==> src/hdl/spq_pkg.sv <==
// Shared types and constants for the sorted priority queue.
// No dependencies; imported by every other file of the block.
`timescale 1ns / 1ps
package spq_pkg;

    localparam int DATA_W   = 32;
    localparam int PRIO_W   = 8;
    localparam int STATUS_W = 2;
    localparam int FILL_W   = 5;

    typedef enum logic {
        CMD_INSERT = 1'b0,
        CMD_FETCH  = 1'b1
    } t_cmd;

    typedef enum logic [STATUS_W-1:0] {
        STATUS_OK    = 2'd0,
        STATUS_EMPTY = 2'd1,
        STATUS_FULL  = 2'd2
    } t_status;

    // Broadcast control from the queue control to every cell.
    typedef struct packed {
        logic do_insert;
        logic do_fetch;
    } t_cell_ctrl;

endpackage

==> src/hdl/spq_ifs.sv <==
// Valid/ready channel interfaces for command and result transactions.
// Depends on spq_pkg for payload widths.
`timescale 1ns / 1ps
interface spq_in_if;
    import spq_pkg::*;
    logic              valid;
    logic              ready;
    logic              cmd;
    logic signed [DATA_W-1:0] data_in;
    logic [PRIO_W-1:0] priority_in;

    modport source (output valid, output cmd, output data_in, output priority_in,
                    input ready);
    modport sink   (input valid, input cmd, input data_in, input priority_in,
                    output ready);
endinterface

interface spq_out_if;
    import spq_pkg::*;
    logic                valid;
    logic                ready;
    logic signed [DATA_W-1:0] data_out;
    logic [PRIO_W-1:0]   priority_out;
    logic [STATUS_W-1:0] status;
    logic [FILL_W-1:0]   fill_count;
    logic                now_empty;

    modport source (output valid, output data_out, output priority_out, output status,
                    output fill_count, output now_empty, input ready);
    modport sink   (input valid, input data_out, input priority_out, input status,
                    input fill_count, input now_empty, output ready);
endinterface

==> src/hdl/spq_cell.sv <==
// One slot of the sorted chain: holds an entry and trades it with its neighbors.
// Depends on spq_pkg for the control struct.
`timescale 1ns / 1ps
module spq_cell #(
    parameter int PW = 8
) (
    input  logic                      i_clk,
    input  spq_pkg::t_cell_ctrl       i_ctrl,
    input  logic                      i_occupied,
    input  logic [spq_pkg::DATA_W-1:0] i_new_data,
    input  logic [PW-1:0]             i_new_prio,
    input  logic                      i_prev_keep,
    input  logic [spq_pkg::DATA_W-1:0] i_prev_data,
    input  logic [PW-1:0]             i_prev_prio,
    input  logic [spq_pkg::DATA_W-1:0] i_next_data,
    input  logic [PW-1:0]             i_next_prio,
    output logic                      o_keep,
    output logic [spq_pkg::DATA_W-1:0] o_data,
    output logic [PW-1:0]             o_prio
);
    import spq_pkg::*;

    logic [DATA_W-1:0] r_data, n_data;
    logic [PW-1:0]     r_prio, n_prio;

    // Stay put when holding an entry that ranks at or above the newcomer.
    assign o_keep = i_occupied && (r_prio >= i_new_prio);

    always_comb begin
        n_data = r_data;
        n_prio = r_prio;
        if (i_ctrl.do_insert && !o_keep) begin
            if (i_prev_keep) begin
                n_data = i_new_data;
                n_prio = i_new_prio;
            end else begin
                n_data = i_prev_data;
                n_prio = i_prev_prio;
            end
        end else if (i_ctrl.do_fetch) begin
            n_data = i_next_data;
            n_prio = i_next_prio;
        end
    end

    always_ff @(posedge i_clk) begin
        r_data <= n_data;
        r_prio <= n_prio;
    end

    assign o_data = r_data;
    assign o_prio = r_prio;
endmodule

==> src/hdl/sorted_priority_queue_unit.sv <==
// Sorted priority queue: a chain of DEPTH cells kept in descending priority order.
// The result of each accepted command is registered in the output register.
// Throughput: one command per cycle while the result consumer is ready; each cell compares and shifts in parallel.
// Reset: i_rst_n (synchronous) clears the occupancy count and the result valid flag;
// cell contents stay undefined until written. Depends on spq_pkg, spq_ifs, spq_cell.
`timescale 1ns / 1ps
module sorted_priority_queue_unit #(
    parameter int DEPTH          = 16,
    parameter int PRIORITY_WIDTH = 8
) (
    input  logic      i_clk,
    input  logic      i_rst_n,
    spq_in_if.sink    i_in,
    spq_out_if.source o_out
);
    import spq_pkg::*;

    localparam int OCC_W = $clog2(DEPTH + 1);

    // Occupancy counter and result register.
    logic [OCC_W-1:0]    r_occ, n_occ;
    logic                r_out_valid;
    logic [DATA_W-1:0]   r_data_out, n_data_out;
    logic [PRIO_W-1:0]   r_prio_out, n_prio_out;
    t_status             r_status, n_status;
    logic [FILL_W-1:0]   r_fill;
    logic                r_empty;

    logic                accept;
    logic                full, empty;
    t_cell_ctrl          ctrl;
    logic [PRIORITY_WIDTH-1:0] new_prio;
    logic [31:0]         prio_in_ext;
    logic [31:0]         prio_front_ext;
    logic [31:0]         occ_ext;

    // Cell chain taps.
    logic                    w_keep [DEPTH];
    logic [DATA_W-1:0]       w_data [DEPTH];
    logic [PRIORITY_WIDTH-1:0] w_prio [DEPTH];

    // Take a new command whenever the result register is free or being drained.
    assign accept      = i_in.valid && i_in.ready;
    assign i_in.ready  = !r_out_valid || o_out.ready;

    assign full  = (r_occ == OCC_W'(DEPTH));
    assign empty = (r_occ == '0);

    // Keep only the low PRIORITY_WIDTH bits of the incoming priority.
    assign prio_in_ext = 32'(i_in.priority_in);
    assign new_prio    = prio_in_ext[PRIORITY_WIDTH-1:0];

    always_comb begin
        ctrl.do_insert = accept && (t_cmd'(i_in.cmd) == CMD_INSERT) && !full;
        ctrl.do_fetch  = accept && (t_cmd'(i_in.cmd) == CMD_FETCH) && !empty;
    end

    // Build the chain: cell i looks back at cell i-1 and ahead at cell i+1.
    genvar gi;
    generate
        for (gi = 0; gi < DEPTH; gi++) begin : g_cell
            logic                      prev_keep;
            logic [DATA_W-1:0]         prev_data, next_data;
            logic [PRIORITY_WIDTH-1:0] prev_prio, next_prio;
            logic                      occupied;

            assign occupied = (OCC_W'(gi) < r_occ);

            if (gi == 0) begin : g_head
                assign prev_keep = 1'b1;
                assign prev_data = w_data[gi];
                assign prev_prio = w_prio[gi];
            end else begin : g_body
                assign prev_keep = w_keep[gi-1];
                assign prev_data = w_data[gi-1];
                assign prev_prio = w_prio[gi-1];
            end

            if (gi == DEPTH - 1) begin : g_tail
                assign next_data = w_data[gi];
                assign next_prio = w_prio[gi];
            end else begin : g_mid
                assign next_data = w_data[gi+1];
                assign next_prio = w_prio[gi+1];
            end

            spq_cell #(
                .PW (PRIORITY_WIDTH)
            ) u_cell (
                .i_clk       (i_clk),
                .i_ctrl      (ctrl),
                .i_occupied  (occupied),
                .i_new_data  (i_in.data_in),
                .i_new_prio  (new_prio),
                .i_prev_keep (prev_keep),
                .i_prev_data (prev_data),
                .i_prev_prio (prev_prio),
                .i_next_data (next_data),
                .i_next_prio (next_prio),
                .o_keep      (w_keep[gi]),
                .o_data      (w_data[gi]),
                .o_prio      (w_prio[gi])
            );
        end
    endgenerate

    // Result fields and next occupancy.
    assign prio_front_ext = 32'(w_prio[0]);

    always_comb begin
        n_occ      = r_occ;
        n_data_out = '0;
        n_prio_out = '0;
        n_status   = STATUS_OK;
        if (t_cmd'(i_in.cmd) == CMD_INSERT) begin
            if (full) begin
                n_status = STATUS_FULL;
            end else begin
                n_occ = r_occ + OCC_W'(1);
            end
        end else begin
            if (empty) begin
                n_status = STATUS_EMPTY;
            end else begin
                n_occ      = r_occ - OCC_W'(1);
                n_data_out = w_data[0];
                n_prio_out = prio_front_ext[PRIO_W-1:0];
            end
        end
    end

    // Report the count in five bits; it wraps for deep configurations.
    assign occ_ext = 32'(n_occ);

    always_ff @(posedge i_clk) begin
        if (!i_rst_n) begin
            r_occ       <= '0;
            r_out_valid <= 1'b0;
        end else begin
            if (accept) begin
                r_occ       <= n_occ;
                r_out_valid <= 1'b1;
            end else if (o_out.ready) begin
                r_out_valid <= 1'b0;
            end
        end
    end

    // Capture the result payload with each accepted transaction.
    always_ff @(posedge i_clk) begin
        if (accept) begin
            r_data_out <= n_data_out;
            r_prio_out <= n_prio_out;
            r_status   <= n_status;
            r_fill     <= occ_ext[FILL_W-1:0];
            r_empty    <= (n_occ == '0);
        end
    end

    assign o_out.valid        = r_out_valid;
    assign o_out.data_out     = r_data_out;
    assign o_out.priority_out = r_prio_out;
    assign o_out.status       = r_status;
    assign o_out.fill_count   = r_fill;
    assign o_out.now_empty    = r_empty;

    // The count never passes the chain length.
    a_occ_bound: assert property (@(posedge i_clk) disable iff (!i_rst_n)
        r_occ <= OCC_W'(DEPTH))
        else $error("occupancy exceeds depth");

    // A refused insert leaves the chain full.
    a_full_refused: assert property (@(posedge i_clk) disable iff (!i_rst_n)
        (accept && t_cmd'(i_in.cmd) == CMD_INSERT && full) |=>
        (r_status == STATUS_FULL && full))
        else $error("refused insert changed occupancy");

    // An empty fetch reports the empty flag.
    a_empty_fetch: assert property (@(posedge i_clk) disable iff (!i_rst_n)
        (accept && t_cmd'(i_in.cmd) == CMD_FETCH && empty) |=>
        (r_status == STATUS_EMPTY && r_empty && empty))
        else $error("empty fetch reported wrongly");

    // The two front entries stay in descending order.
    a_front_sorted: assert property (@(posedge i_clk) disable iff (!i_rst_n)
        (r_occ >= OCC_W'(2)) |-> (w_prio[0] >= w_prio[1]))
        else $error("front entries out of order");
endmodule
==> src/flat_wrapper.sv <==
// flat-port wrapper written by rule: the top's interface ports become plain ports
module sorted_priority_queue_unit_flat import spq_pkg::*;
#(
    parameter int DEPTH          = 16,
    parameter int PRIORITY_WIDTH = 8
)
  (i_clk, i_rst_n, i_in_valid, i_in_cmd, i_in_data_in, i_in_priority_in, i_in_ready, o_out_valid, o_out_data_out, o_out_priority_out, o_out_status, o_out_fill_count, o_out_now_empty, o_out_ready);
  spq_in_if i_in_i ();
  spq_out_if o_out_i ();
  input  logic i_clk;
  input  logic i_rst_n;
  input wire logic [$bits(i_in_i.valid)-1:0] i_in_valid;
  input wire logic [$bits(i_in_i.cmd)-1:0] i_in_cmd;
  input wire logic [$bits(i_in_i.data_in)-1:0] i_in_data_in;
  input wire logic [$bits(i_in_i.priority_in)-1:0] i_in_priority_in;
  output wire logic [$bits(i_in_i.ready)-1:0] i_in_ready;
  output wire logic [$bits(o_out_i.valid)-1:0] o_out_valid;
  output wire logic [$bits(o_out_i.data_out)-1:0] o_out_data_out;
  output wire logic [$bits(o_out_i.priority_out)-1:0] o_out_priority_out;
  output wire logic [$bits(o_out_i.status)-1:0] o_out_status;
  output wire logic [$bits(o_out_i.fill_count)-1:0] o_out_fill_count;
  output wire logic [$bits(o_out_i.now_empty)-1:0] o_out_now_empty;
  input wire logic [$bits(o_out_i.ready)-1:0] o_out_ready;
  assign i_in_i.valid = i_in_valid;
  assign i_in_i.cmd = i_in_cmd;
  assign i_in_i.data_in = i_in_data_in;
  assign i_in_i.priority_in = i_in_priority_in;
  assign i_in_ready = i_in_i.ready;
  assign o_out_valid = o_out_i.valid;
  assign o_out_data_out = o_out_i.data_out;
  assign o_out_priority_out = o_out_i.priority_out;
  assign o_out_status = o_out_i.status;
  assign o_out_fill_count = o_out_i.fill_count;
  assign o_out_now_empty = o_out_i.now_empty;
  assign o_out_i.ready = o_out_ready;
  sorted_priority_queue_unit #(.DEPTH(DEPTH), .PRIORITY_WIDTH(PRIORITY_WIDTH)) u_core (.i_clk(i_clk), .i_rst_n(i_rst_n), .i_in(i_in_i), .o_out(o_out_i));
endmodule
==> config.mk <==
export PLATFORM = sky130hd
export DESIGN_NAME = sorted_priority_queue_unit_flat
export DESIGN_NICKNAME = d
export VERILOG_FILES = /design/src/hdl/spq_pkg.sv /design/src/hdl/spq_ifs.sv /design/src/hdl/spq_cell.sv /design/src/hdl/sorted_priority_queue_unit.sv /design/src/flat_wrapper.sv
export SDC_FILE = /design/constraint.sdc
export NUM_CORES = 1
export LEC_CHECK = 0
export BUFFER_PORTS_ARGS = -buffer_cell sky130_fd_sc_hd__buf_2
export CAP_MARGIN = 10
export CORE_ASPECT_RATIO = 2
export CORE_UTILIZATION = 30
export CTS_CLUSTER_SIZE = 30
export DETAILED_ROUTE_END_ITERATION = 16
export PLACE_DENSITY_LB_ADDON = 0.1
export SLEW_MARGIN = 5
export SYNTH_ARGS = -nofsm -noshare
export SYNTH_HDL_FRONTEND = slang
export SYNTH_HIERARCHICAL = 1
export SYNTH_SLANG_ARGS = --single-unit
==> constraint.sdc <==
create_clock -name i_clk -period 8.2 [get_ports i_clk]
set_input_delay 0.41 -clock i_clk [delete_from_list [all_inputs] [get_ports i_clk]]
set_output_delay 0.41 -clock i_clk [all_outputs]
set_load 0.005 [all_outputs]
## Word level (Yosys, flattened, before mapping)

Cells that the tools add are included.
W data, S select, Z words.

- Word-level logic and storage cells: 249
- Bits of input ports: 45
- Output and inout bits: 50
- Bits in registers: 694

- Bitwise gates (word level): 1
- Reductions and logical operators: 76
- Add/sub/neg operators: 2
- Eq/ne operators: 1
- Magnitude comparators: 32
- Muxes and demuxes: 98

Operator list:

| kind | number |
|---|---|
| $mux W32 | 45 |
| $mux W8 | 45 |
| $ge A8 B8 Y1 | 16 |
| $lt A4 B5 Y1 const A | 8 |
| $logic_and A1 B1 Y1 | 37 |
| $reduce_bool A2 Y1 | 16 |
| $lt A3 B5 Y1 const A | 4 |
| $logic_not A1 Y1 | 19 |
| $mux W5 | 3 |
| $logic_not A5 Y1 | 2 |
| $lt A1 B5 Y1 const A | 2 |
| $lt A2 B5 Y1 const A | 2 |
| $add A5 B1 Y5 const B | 1 |
| $eq A5 B5 Y1 const B | 1 |
| $sub A5 B1 Y5 const B | 1 |
| $mux W2 | 2 |
| $mux W1 | 3 |
| $reduce_or A2 Y1 | 1 |
| $logic_or A1 B1 Y1 | 1 |
| $not A1 Y1 | 1 |

## Depth between registers and ports, before layout

Gate-level depths: netlist of run 1.

- Word-level depth: 7
- Mapped depth: 11
- Gate-level depth less buffers: 9

## Modules after synthesis

Netlist of run 1, hierarchy kept.

By module, submodules not included:

| module | instances | seq. area each (um^2) | cells each | area each (um^2) |
|---|---|---|---|---|
| spq_cell at u_core.g_cell[0].u_cell ... | 9 | 1201.2 | 162 | 2593.7 |
| spq_cell at u_core.g_cell[3].u_cell ... | 7 | 1201.2 | 161 | 2613.8 |
| sorted_priority_queue_unit | 1 | 1561.5 | 190 | 2442.3 |

## Worst setup path after synthesis of run 1

No wires, ideal clock.

- Path type: flip-flop to flip-flop
- Start point: register u_core.r_occ[1]
- End point: register u_core.g_cell[0].u_cell.r_data[0], enable pin
- Library setup time: 0.380 ns
- Path buffers: 2
- Clock period less this slack: 5.808 ns
- Required time: 7.820 ns
- Stages on the path, launching flop included: 12
- Setup slack: 2.392 ns
- Arrival: 5.428 ns
- Cells stage by stage: dfxtp_1 > clkbuf_1 > inv_1 > ha_1 > nor4bb_1 > nor3_1 > inv_1 > a2111oi_2 > a21oi_1 > nand2_4 > buf_12 > or2_2

RTL lines:

| item | RTL line | RTL |
|---|---|---|
| start, declared | sorted_priority_queue_unit.sv:21 | `logic [OCC_W-1:0] r_occ, n_occ;` |
| start signal, assigned | sorted_priority_queue_unit.sv:141 | `r_occ <= n_occ;` |
| end signal, assigned | spq_cell.sv:47 | `r_data <= n_data;` |
| end, declared | spq_cell.sv:23 | `logic [DATA_W-1:0] r_data, n_data;` |

==> results.yml, run 1 <==
outcome:
  run_status: "finished clean"
setup_path:
  crit-reg2reg-launch: "u_core/r_occ[0]$_SDFFE_PN0P_"
  criticalPathCategory: "flip-flop to flip-flop"
  worst_setup_path_start_kind: "flip-flop"
  reg2reg_to: "u_core/g_cell[12].u_cell/o_data[29]$_DFFE_PP_"
  critPathArrivalTime_ns: 4.69
  critical_path.startpoint: "u_core/r_occ[0]$_SDFFE_PN0P_"
  endpoint_kind: "flip-flop"
  r2r.worst_path.cells: 11
  timing.critical_path.fanout_max: 41
  reg2reg_slack_ns: 3.76
  cp_data_required_time_ns: 8.46
clock_network:
  root_cell_of_the_clock_tree: "sky130_fd_sc_hd__clkbuf_16"
  worstSkewPairLatency_ns: 0.65
  tritoncts_num_sinks: 694
  cts_hold_buffers: 1
  number_of_levels_in_the_clock_h_tree: 3
  cts-buffers-inserted: 72
  postCtsSetupRepairBufs: 0
  cts_resized: 0
  clk_pin_slew_ns: 0.06
  cts_max_path_bufs: 3
  tritoncts: "done"
global_routing:
  grt.total_usage_pct: 13.4
  grt_pass1_vias: 25100
  grt_max_degree: 51
  grt_remaining_overflow: 0
  antenna_found_initial: 3
  grt_first_pass_wirelength_um: 155000
detailed_routing:
  post_route_met1_wirelength_um: 41100
  drt-pass1-iter-count: 7
  avgViaCountPerCell: 4.63
  drc_errors: 0
  wl_met3_um: 2550
  routed_wl_um: 99100
  first_iter_violations: 917
  dr.max_layer_used: "met5"
  drt.antenna.violating_nets: 0
  wire_length_per_cell_after_detailed_routing_um: 20.7
  wl_met2_um: 53200
  dr_total_vias: 22100
timing:
  post-route-worst-setup-slack_ns: 3.76
  unrepaired_setup_endpoints_after_global_routing: "no"
  timing.final.hold_violations: 0
  hold_ws_ns: 0.106
  max_slew.worst_pin.slew_ns: 1.23
  final.period_utilization_pct: 54.1
  finClkSkew_ns: 0.0290
  finalMaxSlewViolations: 0
  finalSetupViolCount: 0
  finalWorstPathRequiredPeriod_ns: 4.44
  setup_total_neg_slack_ns: 0
  achievable-frequency_mhz: 225
  slew-limit-headroom_pct: 17.9
min_path:
  timing.hold.worst.start: "i_rst_n"
  min_delay_path_depth: 3
  holdPathEnd: "u_core/r_occ[0]$_SDFFE_PN0P_"
  min_path_type: "input pin to flip-flop"
pwr:
  worst_ir_drop_on_vdd_mv: 0.179
  p_per_cell_area_nw_per_um2: 309
  leakagePower_nw: 18.2
floorplanning:
  rows: 198
  die_h_um: 544
  initial_standard_cell_utilization_of_the_core_pct: 30.3
  chipWidth_um: 273
  placeableCoreArea_um2: 146000
  boundaryPins: 95
  die-area_um2: 149000
place:
  final_wtd_congestion: 0.741
  place_worst_setup_slack_ns: 3.64
  hpwlAfterDp_um: 75200
  buffer_ports.inserted: 94
synth:
  postSynthCellCount: 2772
  avg_inst_size_synth_um2: 15.9
  synth_warnings: 6
  post_synth_instance_area_um2: 44100
final_layout:
  postLayoutCoreUtil_pct: 32.9
  finish.net_count: 3007
  area_growth_syn_to_fin_pct: 8.91
  post_route_cells_drive_above_1_share_pct: 55.5
job:
  cap_viol_max_count: 0
## placed cells by master, fill, tap and decap left out, types with 6 or more instances in the layout
master,n
sky130_fd_sc_hd__edfxtp_1,688
sky130_fd_sc_hd__mux2_2,657
sky130_fd_sc_hd__mux2_4,624
sky130_fd_sc_hd__inv_1,175
sky130_fd_sc_hd__ha_1,132
sky130_fd_sc_hd__buf_2,94
sky130_fd_sc_hd__clkbuf_16,74
sky130_fd_sc_hd__and2_1,43
sky130_fd_sc_hd__o21ai_0,36
sky130_fd_sc_hd__buf_4,26
sky130_fd_sc_hd__a21oi_1,22
sky130_fd_sc_hd__a21oi_4,22
sky130_fd_sc_hd__nand2b_1,21
sky130_fd_sc_hd__nand2_1,20
sky130_fd_sc_hd__o21a_1,17
sky130_fd_sc_hd__clkbuf_1,16
sky130_fd_sc_hd__clkinv_1,16
sky130_fd_sc_hd__a211o_1,16
sky130_fd_sc_hd__and4_1,16
sky130_fd_sc_hd__nand2_4,16
sky130_fd_sc_hd__or2_2,16
sky130_fd_sc_hd__a211oi_2,14
sky130_fd_sc_hd__nor2_1,10
sky130_fd_sc_hd__a211oi_1,9
sky130_fd_sc_hd__a2111oi_2,9
sky130_fd_sc_hd__o2111ai_1,9
sky130_fd_sc_hd__clkinv_2,7
sky130_fd_sc_hd__o21ai_2,7
sky130_fd_sc_hd__o2111ai_2,7
sky130_fd_sc_hd__bufinv_16,6
sky130_fd_sc_hd__dfxtp_1,6
## how the worst max path moves through the flow
stage / slack [ns] / depth (start not counted) / endpoint
final: 3.76 / 11 / u_core/g_cell[12].u_cell/o_data[29]$_DFFE_PP_
after global routing: 3.39 / 11 / u_core/g_cell[12].u_cell/o_data[29]$_DFFE_PP_
after CTS: 3.66 / 11 / u_core/g_cell[12].u_cell/o_data[29]$_DFFE_PP_
after detailed placement: 3.64 / 9 / u_core/g_cell[11].u_cell/o_data[17]$_DFFE_PP_
after global placement: 3.64 / 9 / u_core/g_cell[11].u_cell/o_data[18]$_DFFE_PP_
after floorplan: 2.39 / 11 / u_core/g_cell[0].u_cell/o_data[0]$_DFFE_PP_
## layer usage
metal | vias up | global-route usage [%]
li1 | 10700 | -
met1 | 11100 | 15.4
met2 | 277 | 25.2
met3 | 109 | 1.89
met4 | 2 | 4.20
met5 | - | 0
## power breakdown
group / switching, mW / internal (mW) / total (mW)
clock network: 1.47 / 1.84 / 3.31
registers: 0.649 / 5.50 / 6.15
logic: 2.18 / 3.18 / 5.36
total: 4.30 / 10.5 / 14.8
## worst max-delay path, stage by stage, from the launching register on
cell                        delay, ns
sky130_fd_sc_hd__dfxtp_1         0.57
sky130_fd_sc_hd__inv_1           0.17
sky130_fd_sc_hd__ha_1            0.28
sky130_fd_sc_hd__nor4bb_1        0.18
sky130_fd_sc_hd__nor3_2          0.19
sky130_fd_sc_hd__buf_4           0.43
sky130_fd_sc_hd__inv_1           0.13
sky130_fd_sc_hd__a2111oi_2       0.31
sky130_fd_sc_hd__a21oi_1         0.16
sky130_fd_sc_hd__nand2_4         0.08
sky130_fd_sc_hd__buf_4           0.58
sky130_fd_sc_hd__or2_2           0.89
## per-stage QoR
| stage | instances | area (um2) | total power [mW] |
|---|---|---|---|
| 4_1_cts | 4783 | 48000 | 15.1 |
| 5_1_grt | 4785 | 48000 | 15.7 |
| 6_report | 4786 | 48000 | 14.8 |
| 2_1_floorplan | 2775 | 44100 | 10.6 |
| 3_5_place_dp | 4655 | 45700 | 11.7 |
| 3_3_place_gp | 4655 | 45700 | 11.5 |
## sequential cells by signal, indices dropped and copies added (netlist names)
register,flops
u_core/o_out.fill_count,5
u_core/o_out.data_out,32
u_core/o_out.status,2
u_core/r_occ,5
u_core/o_out.priority_out,8
u_core/o_out.now_empty,1
u_core/o_out.valid,1
u_core/g_cell.u_cell/o_prio,128
u_core/g_cell.u_cell/o_data,512
## layout make-up
cell class,instances,area [um2]
antenna,3,7.51
clock buffer,90,1910
clock inverter,37,347
fill,14000,97700
inverter,176,661
multi-input combinational,1765,21200
sequential,694,20800
tap,1900,2380
timing repair buffer,121,676
Power figures use the tool's default switching activity.
==> run 2, diff against run 1 <==
--- a/config.mk
+++ b/config.mk
@@ -5,6 +5,7 @@
 export SDC_FILE = /design/constraint.sdc
 export NUM_CORES = 1
 export LEC_CHECK = 0
+export ABC_AREA = 1
 export BUFFER_PORTS_ARGS = -buffer_cell sky130_fd_sc_hd__buf_2
 export CAP_MARGIN = 10
 export CORE_ASPECT_RATIO = 2
==> constraint.sdc (replaced) <==
create_clock -name i_clk -period 3.9 [get_ports i_clk]
set_input_delay 0.195 -clock i_clk [delete_from_list [all_inputs] [get_ports i_clk]]
set_output_delay 0.195 -clock i_clk [all_outputs]
set_load 0.005 [all_outputs]
==> run 2 against run 1 <==
Net effect: global-route usage rose by 2.6 points; routed wire length rose by 17%; clock power rose by 100%; sequential share of layout area rose by 0.52 points; critical path type unchanged; critical endpoint is now u_core/g_cell[3].u_cell/o_prio[1]$_DFFE_PP_; largest cell class is now registers.
==> results.yml, run 2 <==
floorplanning:
  initial_standard_cell_utilization_of_the_core_pct: 30.2
  chipWidth_um: 270
  die_h_um: 538
  rows: 196
  placeableCoreArea_um2: 142000
  die-area_um2: 145000
  boundaryPins: 95
clock_network:
  root_cell_of_the_clock_tree: "sky130_fd_sc_hd__clkbuf_16"
  clk_pin_slew_ns: 0.06
  number_of_levels_in_the_clock_h_tree: 3
  cts-buffers-inserted: 72
  cts_max_path_bufs: 3
  worstSkewPairLatency_ns: 0.66
  tritoncts_num_sinks: 694
  tritoncts: "done"
global_routing:
  grt_remaining_overflow: 0
  antenna_found_initial: 3
  grt.total_usage_pct: 16.0
  grt_max_degree: 121
  global_route.peak_usage_layer: "met2"
  met2_usage_pct: 31.6
  met1_layer_usage_reported_by_global_route_pct: 17.6
  grt_first_pass_wirelength_um: 185000
  grt_pass1_vias: 31000
  grt_util_met3_pct: 1.94
min_path:
  min_path_type: "input pin to flip-flop"
  min_delay_path_depth: 3
  holdPathEnd: "u_core/o_out.status[0]$_DFFE_PP_"
  timing.hold.worst.start: "i_in_cmd"
setup_path:
  series_of_cell_instances_along_the_critical_path: "inv_1 > ha_1 > nand3_1 > nand2_1 > nor2_4 > buf_4 > nand2_4 > nand2_2 > buf_4"
  r2r.worst_path.cells: 9
  timing.critical_path.slowest_stage_cell: "sky130_fd_sc_hd__nor2_4"
  timing.critical_path.fanout_max: 23
  cp_data_required_time_ns: 4.21
  worst_setup_path_start_kind: "flip-flop"
  criticalPathCategory: "flip-flop to flip-flop"
  reg2reg_to: "u_core/g_cell[3].u_cell/o_prio[1]$_DFFE_PP_"
  critPathArrivalTime_ns: 3.61
  reg2reg_slack_ns: 0.60
  crit_path_top_cell_by_count: "sky130_fd_sc_hd__buf_4"
  critical-path-max-stage-delay_ns: 0.56
  endpoint_kind: "flip-flop"
  crit-reg2reg-launch: "u_core/r_occ[0]$_SDFFE_PN0P_"
place:
  hpwlAfterDp_um: 84700
  final_wtd_congestion: 0.787
  buffer_ports.inserted: 94
  dp_cells: 6165
  placed_inst_area_um2: 45300
synth:
  synth_warnings: 6
  postSynthCellCount: 4359
  post_synth_instance_area_um2: 43000
  avg_inst_size_synth_um2: 9.87
detailed_routing:
  drc_errors: 0
  dr_total_vias: 29300
  drt.antenna.violating_nets: 0
  routed_wl_um: 115000
  wire_length_per_cell_after_detailed_routing_um: 18.3
  first_iter_violations: 1790
  avgViaCountPerCell: 4.65
  drt-pass1-iter-count: 5
timing:
  final.period_utilization_pct: 84.6
  finalWorstPathRequiredPeriod_ns: 3.30
  finalSetupViolCount: 0
  achievable-frequency_mhz: 303
  max_slew.worst_pin.slew_ns: 0.769
  finClkSkew_ns: 0.0219
  timing.final.hold_violations: 0
  finalMaxSlewViolations: 0
  setup_total_neg_slack_ns: 0
  slew-limit-headroom_pct: 48.7
  unrepaired_setup_endpoints_after_global_routing: "no"
final_layout:
  mostFrequentLayoutCell: "sky130_fd_sc_hd__nand2_1"
  finish.net_count: 4538
  flip_flop_count_of_the_largest_register_after_layout: 512
  post_layout_nonfiller_instances: 6291
  mostFrequentLayoutCells: "sky130_fd_sc_hd__nand2_1 (1270), sky130_fd_sc_hd__edfxtp_1 (688), sky130_fd_sc_hd__nand3_1 (651)"
  stdcell_area_um2: 47400
  post_route_cells_drive_above_1_share_pct: 26.4
  area_growth_syn_to_fin_pct: 10.3
pwr:
  worst_ir_drop_on_vdd_mv: 0.302
  p_per_cell_area_nw_per_um2: 470
  leakagePower_nw: 20.2
outcome:
  run_status: "finished clean"
job:
  cap_viol_max_count: 0
## run 2: timing repair
action / 4_1_cts / 5_1_grt
buffers inserted: 0 / 0
resized for setup: 0 / 0
hold endpoints to repair: 6 / 0
hold buffers: 3 / 0
## run 2: how the worst max path moves through the flow
stage	startpoint	end	slack, ns
after floorplan	u_core/r_occ[0]$_SDFFE_PN0P_	u_core/g_cell[3].u_cell/o_data[0]$_DFFE_PP_	0.67
after global placement	u_core/r_occ[0]$_SDFFE_PN0P_	u_core/g_cell[3].u_cell/o_prio[1]$_DFFE_PP_	0.52
after detailed placement	u_core/r_occ[0]$_SDFFE_PN0P_	u_core/g_cell[3].u_cell/o_prio[1]$_DFFE_PP_	0.51
after CTS	u_core/r_occ[0]$_SDFFE_PN0P_	u_core/g_cell[3].u_cell/o_prio[1]$_DFFE_PP_	0.51
after global routing	u_core/r_occ[0]$_SDFFE_PN0P_	u_core/g_cell[11].u_cell/o_data[15]$_DFFE_PP_	0.37
final	u_core/r_occ[0]$_SDFFE_PN0P_	u_core/g_cell[3].u_cell/o_prio[1]$_DFFE_PP_	0.60
## run 2: layer usage
metal | routed length [um] | part of all wire, % | up-vias
li1 | - | - | 14900
met2 | 64300 | 56 | 453
met3 | 3240 | 2.8 | 117
met5 | 18 | 0.016 | -
met4 | 2620 | 2.3 | 4
met1 | 45300 | 39 | 13800
## run 2: power by group
part | switching, mW | leakage, nW | internal (mW)
combinational | 3.12 | 12.6 | 2.26
clock | 3.11 | 1.03 | 3.57
sequential | 0.612 | 6.63 | 9.62
## run 2: cell type report
type,count,area (um2)
Sequential cell,694,20800
Multi-Input combinational cell,3118,19500
Fill cell,14600,95100
Antenna cell,2,5.00
Inverter,271,1020
Clock inverter,28,168
Clock buffer,93,1940
Timing Repair Buffer,204,1680
Tap cell,1881,2350
## run 2: worst max-delay path, delay by kind of cell (launching register included)
| family | cells | cell delay, ns |
|---|---|---|
| adder cells (fa/ha/maj) | 1 | 0.31 |
| buffers and inverters | 3 | 0.93 |
| flip-flops | 1 | 0.49 |
| AND/OR/NAND/NOR | 5 | 1.18 |
## run 2: through the flow
stage	setup slack [ns]	total power, mW	hold WS (ns)	utilization [%]
floorplan	0.670	14.3	0.390	-
CTS	0.506	22.8	0.00382	33.3
detailed placement	0.513	15.9	0.521	31.8
finish	0.601	22.3	0.0624	33.3
global placement	0.515	15.8	0.501	31.8
global route	0.366	23.6	0.0693	33.3
==> run 3, diff against run 2 <==
==> constraint.sdc (replaced) <==
create_clock -name i_clk -period 3.05 [get_ports i_clk]
set_input_delay 0.1525 -clock i_clk [delete_from_list [all_inputs] [get_ports i_clk]]
set_output_delay 0.1525 -clock i_clk [all_outputs]
set_load 0.005 [all_outputs]
==> run 3 against run 2 <==
Net effect: critical path type unchanged; sequential cell count did not move; clock skew fell by 0.0019 ns; register-to-register slack got worse by 0.34 ns.
==> results.yml, run 3 (synthesized netlist as in run 2, its figures left out) <==
floorplanning:
  die_h_um: 538
  initial_standard_cell_utilization_of_the_core_pct: 30.2
  boundaryPins: 95
  chipWidth_um: 270
  die-area_um2: 145000
  placeableCoreArea_um2: 142000
  rows: 196
timing:
  timing.final.hold_violations: 0
  achievable-frequency_mhz: 358
  finalMaxSlewViolations: 0
  max_slew.worst_pin.slew_ns: 0.633
  hold_ws_ns: 0.0569
  unrepaired_setup_endpoints_after_global_routing: "no"
  slew-limit-headroom_pct: 57.3
  finalWorstPathRequiredPeriod_ns: 2.79
  finClkSkew_ns: 0.0200
  final.period_utilization_pct: 91.5
  finalSetupViolCount: 0
  setup_total_neg_slack_ns: 0
global_routing:
  met2_usage_pct: 32.5
  grt_remaining_overflow: 0
  met1_layer_usage_reported_by_global_route_pct: 17.8
  grt_first_pass_wirelength_um: 187000
  antenna_found_initial: 2
  global_route.peak_usage_layer: "met2"
  grt_util_met3_pct: 1.92
  grt_max_degree: 74
  grt_pass1_vias: 31900
  grt.total_usage_pct: 16.3
final_layout:
  finish.net_count: 4582
  mostFrequentLayoutCells: "sky130_fd_sc_hd__nand2_1 (1270), sky130_fd_sc_hd__edfxtp_1 (688), sky130_fd_sc_hd__nand3_1 (651)"
  post_route_cells_drive_above_1_share_pct: 27.1
  post_layout_nonfiller_instances: 6337
  mostFrequentLayoutCell: "sky130_fd_sc_hd__nand2_1"
  flip_flop_count_of_the_largest_register_after_layout: 512
  area_growth_syn_to_fin_pct: 12.1
  postLayoutCoreUtil_pct: 33.8
clock_network:
  worstSkewPairLatency_ns: 0.66
  root_cell_of_the_clock_tree: "sky130_fd_sc_hd__clkbuf_16"
  cts_resized: 0
  number_of_levels_in_the_clock_h_tree: 3
  tritoncts_num_sinks: 694
  cts-buffers-inserted: 72
  clk_pin_slew_ns: 0.06
  tritoncts: "done"
  cts_max_path_bufs: 3
pwr:
  p_per_cell_area_nw_per_um2: 602
  worst_ir_drop_on_vdd_mv: 0.417
  sw_share_pct: 30.6
  leakagePower_nw: 20.6
  share_clk_of_total_power_pct: 30.4
  comb_power_share_pct: 24.6
  power.sequential.fraction_pct: 45.0
  power_report.internal_total_mw: 20.2
  switching_power_mw: 8.88
setup_path:
  cp_data_required_time_ns: 3.58
  timing.critical_path.fanout_max: 73
  reg2reg_slack_ns: 0.26
  endpoint_kind: "flip-flop"
  criticalPathCategory: "flip-flop to flip-flop"
  worst_setup_path_start_kind: "flip-flop"
  critPathArrivalTime_ns: 3.32
place:
  dp_cells: 6208
  hpwlAfterDp_um: 86200
  buffer_ports.inserted: 94
  final_wtd_congestion: 0.780
detailed_routing:
  wire_length_per_cell_after_detailed_routing_um: 18.5
  avgViaCountPerCell: 4.68
  drt-pass1-iter-count: 6
  routed_wl_um: 117000
  drc_errors: 0
  dr_total_vias: 29700
  first_iter_violations: 1643
  drt.antenna.violating_nets: 0
job:
  cap_viol_max_count: 0
outcome:
  run_status: "finished clean"
min_path:
  min_path_type: "input pin to flip-flop"
run 3: cell types whose count changed in the layout (fill, tap and decap cells not counted), sizes merged:
cell | before | now
buf | 201 | 244
bufinv | 1 | 4
clkinv | 29 | 23
dlygate4sd3 | 3 | 4
inv | 269 | 274
run 3: worst max-delay path: stages (launching register included):
cell	delay, ns
sky130_fd_sc_hd__dfxtp_1	0.47
sky130_fd_sc_hd__inv_1	0.21
sky130_fd_sc_hd__ha_1	0.28
sky130_fd_sc_hd__nand3_1	0.13
sky130_fd_sc_hd__nand2_1	0.12
sky130_fd_sc_hd__nor2_4	0.19
sky130_fd_sc_hd__buf_12	0.24
sky130_fd_sc_hd__buf_12	0.33
sky130_fd_sc_hd__buf_4	0.34
sky130_fd_sc_hd__nand3_1	0.13
sky130_fd_sc_hd__nand2_1	0.10
run 3: final timing paths:
| check | startpoint | endpoint | cells past startpoint |
|---|---|---|---|
| min reg2reg | u_core/g_cell[1].u_cell/o_data[10]$_DFFE_PP_ | u_core/g_cell[0].u_cell/o_data[10]$_DFFE_PP_ | 2 |
| max | u_core/r_occ[1]$_SDFFE_PN0P_ | u_core/g_cell[3].u_cell/o_data[18]$_DFFE_PP_ | 10 |
| max reg2reg | u_core/r_occ[1]$_SDFFE_PN0P_ | u_core/g_cell[3].u_cell/o_data[18]$_DFFE_PP_ | 10 |
| min | i_in_valid | u_core/r_occ[3]$_SDFFE_PN0P_ | 5 |
run 3: through the flow:
| stage | setup WS (ns) | area [um2] | total power, mW |
|---|---|---|---|
| 2_1_floorplan | 0.207 | 43100 | 18.3 |
| 3_3_place_gp | 0.0887 | 46000 | 20.5 |
| 3_5_place_dp | 0.0815 | 46000 | 20.5 |
| 4_1_cts | 0.243 | 48200 | 29.7 |
| 5_1_grt | 0.0506 | 48200 | 30.7 |
| 6_report | 0.259 | 48200 | 29.0 |
run 3: metal layers:
layer | wire length (um) | up-vias
met5 | 0 | -
met4 | 2190 | 0
met3 | 3660 | 118
met2 | 65500 | 447
met1 | 45900 | 14100
li1 | - | 15000
run 3: layout make-up:
cell class / count / area [um2]
fillers: 14500 / 94300
flip-flops and latches: 694 / 20800
multi-input cells: 3118 / 19500
repair buffers: 248 / 2390
well taps: 1881 / 2350
clock buffers: 93 / 1910
inverters: 271 / 1020
clock inverters: 30 / 279
diodes: 2 / 5.00
run 3: repair_timing:
item,in CTS,in global routing
endpoints found under the hold margin,8,0
hold buffers,4,0
buffers inserted,0,0
run 3: power by group through the flow:
stage	Sequential, mW	Clock [mW]	Combinational, mW
3_5_place_dp	13.3	0	7.25
2_1_floorplan	13.0	0	5.30
4_1_cts	13.1	9.29	7.31
3_3_place_gp	13.3	0	7.22
6_report	13.1	8.84	7.15
5_1_grt	13.2	9.49	8.04
